--- src/rtl/kmt_pkg.sv ---
// Package for the killer move table: table geometry, slot and row types,
// request codes and the update bundle between the row logic and the top level.
// Depends on nothing; every other file in rtl but the checker uses it.
package kmt_pkg;

	// Table geometry.
	localparam int LEVELS = 64;
	localparam int SLOTS = 4;
	localparam int LEVEL_W = (LEVELS > 1) ? $clog2(LEVELS) : 1;
	localparam int SLOT_W = (SLOTS > 1) ? $clog2(SLOTS) : 1;

	// Field widths.
	localparam int KEY_W = 32;
	localparam int HITS_W = 16;
	localparam int SLEVEL_W = 16;
	localparam int CNT_W = 9;

	localparam logic [HITS_W-1:0] HITS_MAX = '1;
	localparam logic [HITS_W-1:0] HITS_ONE = HITS_W'(1);

	// Request codes carried on func.
	localparam logic FUNC_ADD = 1'b0;
	localparam logic FUNC_QUERY = 1'b1;

	// One slot of a level.
	typedef struct packed {
		logic valid;
		logic [KEY_W-1:0] key;
		logic [HITS_W-1:0] hits;
	} slot_t;

	// One level row, stored as a single memory word.
	typedef slot_t [SLOTS-1:0] row_t;

	// Outcome of one request applied to one row.
	typedef struct packed {
		row_t row;
		logic wr;
		logic killer;
		logic grow;
	} upd_t;

endpackage

--- src/rtl/kmt_row_logic.sv ---
// Combinational update of one level row: hit search, fewest-hits victim pick,
// saturating hit count and the query scan that stops at the first hit or empty slot.
// Depends on kmt_pkg.
module kmt_row_logic (
	input kmt_pkg::row_t row,
	input logic func,
	input logic [kmt_pkg::KEY_W-1:0] key,
	output kmt_pkg::upd_t upd
);

	always_comb begin
		logic found;
		logic [kmt_pkg::SLOT_W-1:0] hit_idx;
		logic [kmt_pkg::SLOT_W-1:0] pick_idx;
		logic [kmt_pkg::HITS_W-1:0] pick_hits;
		logic stop;
		logic killer;

		found = 1'b0;
		hit_idx = '0;
		pick_idx = '0;
		pick_hits = row[0].hits;
		stop = 1'b0;
		killer = 1'b0;

		// First valid slot that holds the key.
		for (int i = 0; i < kmt_pkg::SLOTS; i++) begin
			if (!found && row[i].valid && row[i].key == key) begin
				found = 1'b1;
				hit_idx = kmt_pkg::SLOT_W'(i);
			end
		end

		// First slot with the fewest hits; empty slots carry zero hits.
		for (int i = 1; i < kmt_pkg::SLOTS; i++) begin
			if (row[i].hits < pick_hits) begin
				pick_hits = row[i].hits;
				pick_idx = kmt_pkg::SLOT_W'(i);
			end
		end

		// Query scan in slot order, ending at the first hit or the first empty slot.
		for (int i = 0; i < kmt_pkg::SLOTS; i++) begin
			if (!stop) begin
				if (!row[i].valid) begin
					stop = 1'b1;
				end else if (row[i].key == key) begin
					killer = 1'b1;
					stop = 1'b1;
				end
			end
		end

		// Build the row to write back for an add.
		upd.row = row;
		upd.wr = (func == kmt_pkg::FUNC_ADD);
		upd.killer = (func == kmt_pkg::FUNC_QUERY) && killer;
		upd.grow = 1'b0;
		if (func == kmt_pkg::FUNC_ADD) begin
			if (found) begin
				if (row[hit_idx].hits != kmt_pkg::HITS_MAX) begin
					upd.row[hit_idx].hits = row[hit_idx].hits + kmt_pkg::HITS_ONE;
				end
			end else begin
				upd.grow = !row[pick_idx].valid;
				upd.row[pick_idx].valid = 1'b1;
				upd.row[pick_idx].key = key;
				upd.row[pick_idx].hits = kmt_pkg::HITS_ONE;
			end
		end
	end

endmodule

--- config.mk ---
export PLATFORM = sky130hd
export DESIGN_NAME = kmt_row_logic
export DESIGN_NICKNAME = d
export VERILOG_FILES = /design/src/rtl/kmt_pkg.sv /design/src/rtl/kmt_row_logic.sv
export SDC_FILE = /design/constraint.sdc
export NUM_CORES = 1
export LEC_CHECK = 0
export BUFFER_PORTS_ARGS = -buffer_cell sky130_fd_sc_hd__buf_2
export CAP_MARGIN = 40
export CORE_AREA = 2 2 165 167
export DETAILED_ROUTE_END_ITERATION = 8
export DIE_AREA = 0 0 167 169
export SLEW_MARGIN = 0
export SYNTH_ARGS = -nofsm -noshare
export SYNTH_HDL_FRONTEND = slang
export SYNTH_SLANG_ARGS = --single-unit
export TNS_END_PERCENT = 20
--- constraint.sdc ---
create_clock -name vclk -period 32.2
set_input_delay 6.44 -clock vclk [all_inputs]
set_output_delay 6.44 -clock vclk [all_outputs]
set_load 0.01 [all_outputs]
; ---- Word level (Yosys, flattened, before mapping)
; Index checks and enable logic that the tools add are counted.
[classes]
n_addsub = 1
magnitude_cmp = 7
n_eq_ne = 5
n_mux = 51
n_bitwise = 1
reduce_logical = 14
[op_table]
columns = cell, count
row1 = $bwmux 196, 4
row2 = $mux 196, 3
row3 = $demux 49 s2, 4
row4 = $bmux 49 s2, 2
row5 = $eq 32x32->1, 4
row6 = $mux 49, 2
row7 = $mux 16, 5
row8 = $lt 16x16->1, 3
row9 = $mux 48, 1
row10 = $mux 1, 26
row11 = $add 16x1->16 const B, 1
row12 = $ne 16x16->1 const B, 1
row13 = $logic_and 1x1->1, 10
row14 = $mux 2, 4
row15 = $lt 2x3->1 const B, 2
row16 = $ge 2x1->1 const B, 2
row17 = $logic_not 1->1, 4
row18 = $not 1->1, 1
[word_totals]
ff_bits = 0
input_bits = 229
elab_cells = 79

; ---- Logic depth before layout (Yosys ltp)
; Gate-level depths: netlist of run 1.
[depth]
word_depth = 23
ltp_mapped = 36
ltp_nobuf = 30

; ---- Least setup slack after synthesis of run 1
; Ideal clock, no wire load.
[synth_path]
path_kind = input to output
start = input port row[5] in the netlist's numbering
end = output port upd[19] in the netlist's numbering
arrival_time_ns = 13.040
required_ns = 25.760
setup_slack_ns = 12.720
path_stages = 36
path_buffers = 6
cell_sequence = inv_1 > ha_1 > a21o_1 > a21o_1 > a21oi_1 > o31ai_1 > a21oi_1 > clkbuf_1 > clkbuf_1 > mux2i_1 > ha_1 > a21o_1 > a21o_1 > a21oi_1 > o211ai_1 > o211ai_1 > nand4b_1 > o21a_1 > clkbuf_1 > clkbuf_1 > nand2_1 > o21ai_0 > ha_1 > a21o_1 > a21o_1 > a21oi_1 > a2111oi_0 > nand4_1 > inv_1 > o311a_1 > nor2_1 > nor2_1 > and2_1 > clkbuf_1 > buf_1 > mux2_2
[synth_lines]
columns = element, line_no
row1 = from (decl), kmt_row_logic.sv:5  ; input kmt_pkg::row_t row,
row2 = to (decl), kmt_row_logic.sv:8  ; output kmt_pkg::upd_t upd

==> reports/results.tsv, run 1 <==
stage	metric	value	unit
run_status	status	completed	
place	placed_area	0.00888	mm2
yosys	synth_top_area_share	22.3	%
grt	grt_pass1_wl	54000	um
place	dp_hpwl	33100	um
drt	routed_via_density	5.37	
worst_setup_path	worst-setup-path-type	input port to output pin	
drt	first_iter_violations	556	
place	place_inst	1577	
cts	cts_hold_buffers	0	
worst_setup_path	startpoint	row[9]	
hold_path	min-delay-start	row[48]	
flow_run	maxCapViolations	0	
place	port_buffers	428	
drt	num_vias	8473	
grt	overflow	0	
layout	area_growth	33.4	%
grt	grt_use_total	25.4	%
timing	finalMaxSlewViolations	0	
place	place.gp.congestion	0.959	
drt	drc_errors	0	
power	pwr-share-comb	100.0	%
grt	grt.met1_usage	28.2	%
power	p_int	0.0826	mW
grt	grt_max_degree	34	
worst_setup_path	crit_path_frequent_cell	a21o_1	
die	dieArea	0.0282	mm2
timing	holdWs	13.19	ns
die	fp.dieW	167	um
grt	grtUsageMet2	47.9	%
die	start_util	25.1	%
timing	relSlewSlack	51.2	%
worst_setup_path	arrival	14.09	ns
layout	utilization	33.5	%
layout	instances_no_fill	1578	
yosys	synth.largest_area_cell	mux2_2	
layout	clkbuf_count	0	
yosys	ys_types	67	
grt	met3_usage	4.00	%
timing	min_period	20.53	ns
yosys	syn_nets	1153	
die	rows	60	
yosys	netlist_top_cells_area	mux2_2, xnor2_1, xor2_1, ha_1, nand4_1	
worst_setup_path	cp-start-kind	input port	
worst_setup_path	slowest_delay	0.76	ns
drt	antenna_left	0	
timing	fin_tns_setup	0	ns
yosys	synth_area_per_cell	7.58	um2
grt	antenna_found_initial	4	
timing	setup_violations	0	
layout	final_nets	1513	
worst_setup_path	critical_path.endpoint_type	output pin	
power	p_sw_share	57.0	%
power	clock_power_share	0	%
timing	post-route-period-util	63.8	%
power	seqPwrFrac	0	%
timing	worst_slew_pin_slew	0.726	ns
power	p_sw	0.110	mW
worst_setup_path	cp_max_fo	26	
cts	cts_resized	0	
worst_setup_path	crit_path_top_delay_cell	or3_2	
power	p_leak	4.32	nW
die	die_h	169	um
yosys	synth_area	0.00666	mm2
timing	fmax	0.0487	GHz
layout	final_area	0.00888	mm2
layout	seq_cell_count	0	
drt	finalWirelength	38500	um
yosys	syn_inst	878	
grt	gr-max-usage-layer	met2	
timing	rsz0062_at_grt	no	
yosys	yosysWarnings	0	
worst_setup_path	worstPathRequired	25.76	ns
timing	hold_violations	0	
cts	cts_setup_buffers	0	
yosys	post-synth-top-count-cell	mux2_2	
yosys	ys_seq_area_share	0	%
layout	seqCellArea	0	um2
power	cellPowerDensity	21.6	mW/mm2
layout	drive_gt1_share	48.6	%
yosys	synth_common_cells	mux2_2, xnor2_1, xor2_1	
power	peakVddDrop	0.0000130	V
drt	first_pass_iters	4	
grt	grt_pass1_vias	8300	
hold_path	hp-class	input port to output pin	
die	core_area	0.0265	mm2
drt	wire_per_inst	24.4	um
die	pin_count	428	
layout	n_fill_cell	2915	
==> critical path: cells and delay by family <==
| kind | cells | cell delay [ns] |
|---|---|---|
| AOI/OAI and AO/OA | 17 | 3.76 |
| and+or+nand+nor | 5 | 1.31 |
| buffers and inverters | 7 | 1.26 |
| adders and majority gates | 3 | 0.91 |
| muxes | 1 | 0.37 |
==> kinds of logic after synthesis <==
logic type | Yosys count | share of synthesized area (%)
buffers and inverters | 110 | 8.70
multiplexers | 147 | 24.6
XOR/XNOR | 140 | 18.4
adder cells (fa/ha/maj) | 46 | 8.64
AND/OR/NAND/NOR | 266 | 23.0
AO/OA/AOI/OAI | 169 | 16.7
==> cells in the final DEF (no fill, tap or decap), types with 4 or more instances in the layout <==
cell type  synthesis  routed
or2_2              4       4
nor4_1            21      21
ha_1              46      46
mux2_2           132     132
o2bb2ai_1          9       9
buf_2             22     429
o21ai_0           40      40
nor2_1            47      47
nand3_1           36      36
o21a_1             4       4
nand4_1           36      36
nand2_1           52      52
a22o_1            11      11
nor4_2             4       4
xnor2_1           70      70
a21o_1            21      21
mux2i_1           15      15
inv_1             32      32
a21oi_1           22      21
o22ai_1           17      17
nor3b_1            7       7
a21oi_2            3       4
o21ai_1           17      17
xor2_1            70      70
o211ai_1           5       5
nand2b_1          13      13
nor3_1             7       7
==> path summary, 6_finish.rpt <==
| check | end | cells past startpoint |
|---|---|---|
| max | upd[66] | 33 |
| min | upd[51] | 3 |
==> stage by stage <==
step,setup slack [ns],total power [mW]
after floorplan,12.72,0.112
after global placement,11.62,0.189
after detailed placement,11.79,0.192
after CTS,11.76,0.192
after global routing,11.25,0.206
final,11.67,0.192
==> layout make-up <==
class / count / area, um2 / share of cell area (%)
antenna: 1 / 2.50 / 0.0282
tap: 341 / 427 / 4.80
timing repair buffer: 436 / 2240 / 25.3
multi-input combinational: 768 / 6090 / 68.5
inverter: 32 / 120 / 1.35
==> power groups by stage <==
stage / sequential [mW] / clock (mW) / combinational (mW)
after CTS: 0 / 0 / 0.192
after detailed placement: 0 / 0 / 0.192
after global placement: 0 / 0 / 0.189
after floorplan: 0 / 0 / 0.112
final: 0 / 0.00000000416 / 0.192
after global routing: 0 / 0 / 0.206
==> layer usage <==
layer	routed length [um]	vias up
li1	-	3912
met3	2660	82
met1	14300	4049
met2	19700	422
met5	50	-
met4	1780	8
No activity file was read; power rests on OpenSTA's default activity.
==> run 2: changes to the inputs <==
--- a/config.mk
+++ b/config.mk
@@ -5,11 +5,12 @@
 export SDC_FILE = /design/constraint.sdc
 export NUM_CORES = 1
 export LEC_CHECK = 0
+export ABC_AREA = 1
 export BUFFER_PORTS_ARGS = -buffer_cell sky130_fd_sc_hd__buf_2
 export CAP_MARGIN = 40
-export CORE_AREA = 2 2 165 167
+export CORE_AREA = 2 2 164 166
 export DETAILED_ROUTE_END_ITERATION = 8
-export DIE_AREA = 0 0 167 169
+export DIE_AREA = 0 0 166 168
 export SLEW_MARGIN = 0
 export SYNTH_ARGS = -nofsm -noshare
 export SYNTH_HDL_FRONTEND = slang
==> constraint.sdc (replaced) <==
create_clock -name vclk -period 17.6
set_input_delay 3.52 -clock vclk [all_inputs]
set_output_delay 3.52 -clock vclk [all_outputs]
set_load 0.01 [all_outputs]
==> reports/results.tsv, run 2 <==
stage	metric	value	unit	change
power	clock_power_share	0	%	unchanged
place	dp_hpwl	42600	um	+29%
cts	cts_setup_buffers	0		unchanged
die	core_area	0.0264	mm2	-0.57%
grt	grt_pass1_wl	73100	um	+35%
power	peakVddDrop	0.0000244	V	+87%
run_status	status	completed		
layout	clkbuf_count	0		unchanged
yosys	synth_area_per_cell	5.00	um2	-34%
drt	finalWirelength	50500	um	+31%
power	p_leak	5.88	nW	+36%
timing	finalMaxSlewViolations	0		unchanged
cts	cts_resized	0		unchanged
layout	final_common_cell	nand2_1		
power	cellPowerDensity	38.8	mW/mm2	+79%
drt	drc_errors	0		unchanged
yosys	syn_inst	1685		+92%
yosys	syn_nets	1960		+70%
grt	grt_max_degree	75		+120%
power	p_sw_share	66.5	%	+9.4 points
place	place_inst	2385		+51%
layout	drive_gt1_share	27.2	%	-21 points
hold_path	whs_path_depth	4		+1
timing	worst_slew_pin_slew	0.946	ns	+0.219 ns
drt	first_pass_iters	6		+2
timing	fin_tns_setup	0	ns	unchanged
timing	post-route-period-util	78.0	%	
yosys	netlist_top_cells_area	nand2_1, o21ai_0, nor2_1, ha_1, nand3_1		
layout	utilization	40.6	%	+7.1 points
layout	final_nets	2322		+53%
worst_setup_path	arrival	10.20	ns	-3.89 ns
drt	antenna_left	0		unchanged
layout	layout_common_cells	nand2_1, buf_2, nor2_1		
power	p_int	0.139	mW	+69%
die	dieArea	0.0279	mm2	-1.2%
power	pwr-share-comb	100.0	%	about the same
timing	setup_violations	0		unchanged
yosys	post-synth-top-count-cell	nand2_1		
worst_setup_path	cp_max_fo	44		+69%
power	p_sw	0.276	mW	+150%
grt	overflow	0		unchanged
timing	hold_violations	0		unchanged
layout	area_growth	26.9	%	
flow_run	maxCapViolations	0		unchanged
die	pin_count	428		unchanged
drt	wire_per_inst	21.1	um	-13%
power	total_power	0.415	mW	+120%
timing	holdWs	7.36	ns	-5.83 ns
yosys	ys_seq_area_share	0	%	unchanged
drt	routed_via_density	5.44		+1.3%
layout	seqCellArea	0	um2	unchanged
worst_setup_path	worst-setup-path-type	input port to output pin		
cts	cts_hold_buffers	0		unchanged
yosys	synth_top_area_share	22.4	%	+0.032 points
die	fp.dieW	166	um	-0.60%
yosys	ys_types	60		-10%
layout	instances_no_fill	2390		+51%
timing	fmax	0.0729	GHz	
worst_setup_path	cp-start-kind	input port		
die	die_h	168	um	-0.59%
power	seqPwrFrac	0	%	unchanged
yosys	synth_area	0.00843	mm2	+27%
die	rows	60		unchanged
timing	relSlewSlack	36.8	%	-14 points
worst_setup_path	worstPathRequired	14.08	ns	-11.68 ns
layout	seq_cell_count	0		unchanged
grt	grt_pass1_vias	11600		+40%
drt	num_vias	13000		+53%
worst_setup_path	critical_path.endpoint_type	output pin		
place	port_buffers	428		unchanged
yosys	yosysWarnings	0		unchanged
grt	antenna_found_initial	8		+4
yosys	synth_common_cells	nand2_1, nor2_1, o21ai_0		
die	start_util	32.0	%	+6.9 points
drt	first_iter_violations	1343		+140%
timing	rsz0062_at_grt	no		
timing	min_period	13.72	ns	
hold_path	hp-class	input port to output pin		
yosys	synth.largest_area_cell	nand2_1		
place	place.gp.congestion	1.05		+9.4%
grt	grt_use_total	34.0	%	+8.6 points
[run 2: cell count changes after synthesis, sizes merged, moves of 17 or more]
| cell | delta |
|---|---|
| nand3 | +62 |
| xnor2 | -27 |
| mux2 | -132 |
| or2 | +19 |
| xor2 | -49 |
| o21ai | +167 |
| inv | +141 |
| nand2 | +464 |
| clkbuf | +17 |
| a21o | -21 |
| a21oi | +57 |
| nor2 | +205 |
[run 2: worst max-delay path: stages]
cell and delay, ns:
buf_2 0.14, inv_1 0.09, ha_1 0.31, a21oi_1 0.16, o21a_1 0.14, nand2_1 0.08
nand2_1 0.09, nand2_2 0.36, o21ai_0 0.56, ha_1 0.32, nand2_1 0.08, o21ai_0 0.10
nand3_1 0.08, a21oi_1 0.06, a211oi_1 0.29, nand2_2 0.42, o21ai_0 0.32, ha_1 0.28
a21oi_1 0.18, a31oi_1 0.11, a2111oi_0 0.62, nand2_2 0.55, nand3_2 0.47, buf_4 0.46
nand2_1 0.08, o21ai_0 0.11, buf_2 0.19
[run 2: per-layer routing]
metal,track usage [%],up-vias,share of wire [%]
met5,0,-,0.075
met4,10.5,6,3.6
met3,6.28,106,9.5
met2,57.1,726,46
met1,44.1,5948,41
li1,-,6219,-
[run 2: layout make-up]
cell class         instances  area (um2)
diodes                     4        10.0
fillers                 3060       15700
inverters                177         667
multi-input cells       1428        7350
well taps                341         427
repair buffers           440        2240
[run 2: worst paths after layout]
path | startpoint | to | slack, ns
hold / removal | row[122] | upd[125] | 7.36
setup / recovery | row[7] | upd[79] | 3.88
[run 2: through the flow]
stage / cell area (um2) / setup slack, ns
finish: 10700 / 3.88
CTS: 10700 / 3.95
floorplan: 8430 / 6.07
global route: 10700 / 3.20
detailed placement: 10700 / 3.95
global placement: 10700 / 3.84
[run 2: kinds of logic after synthesis]
group / after synthesis / synth area share (%)
compound gates: 348 / 22.4
xor+xnor: 64 / 6.65
fa+ha+maj: 46 / 6.83
buf+inv: 257 / 13.0
simple gates: 970 / 51.1
[run 2: power groups by stage]
stage	clock network (mW)	logic, mW	registers (mW)
finish	0.0000000305	0.415	0
global route	0.00000000760	0.452	0
CTS	0	0.411	0
detailed placement	0	0.409	0
global placement	0	0.405	0
floorplan	0	0.225	0
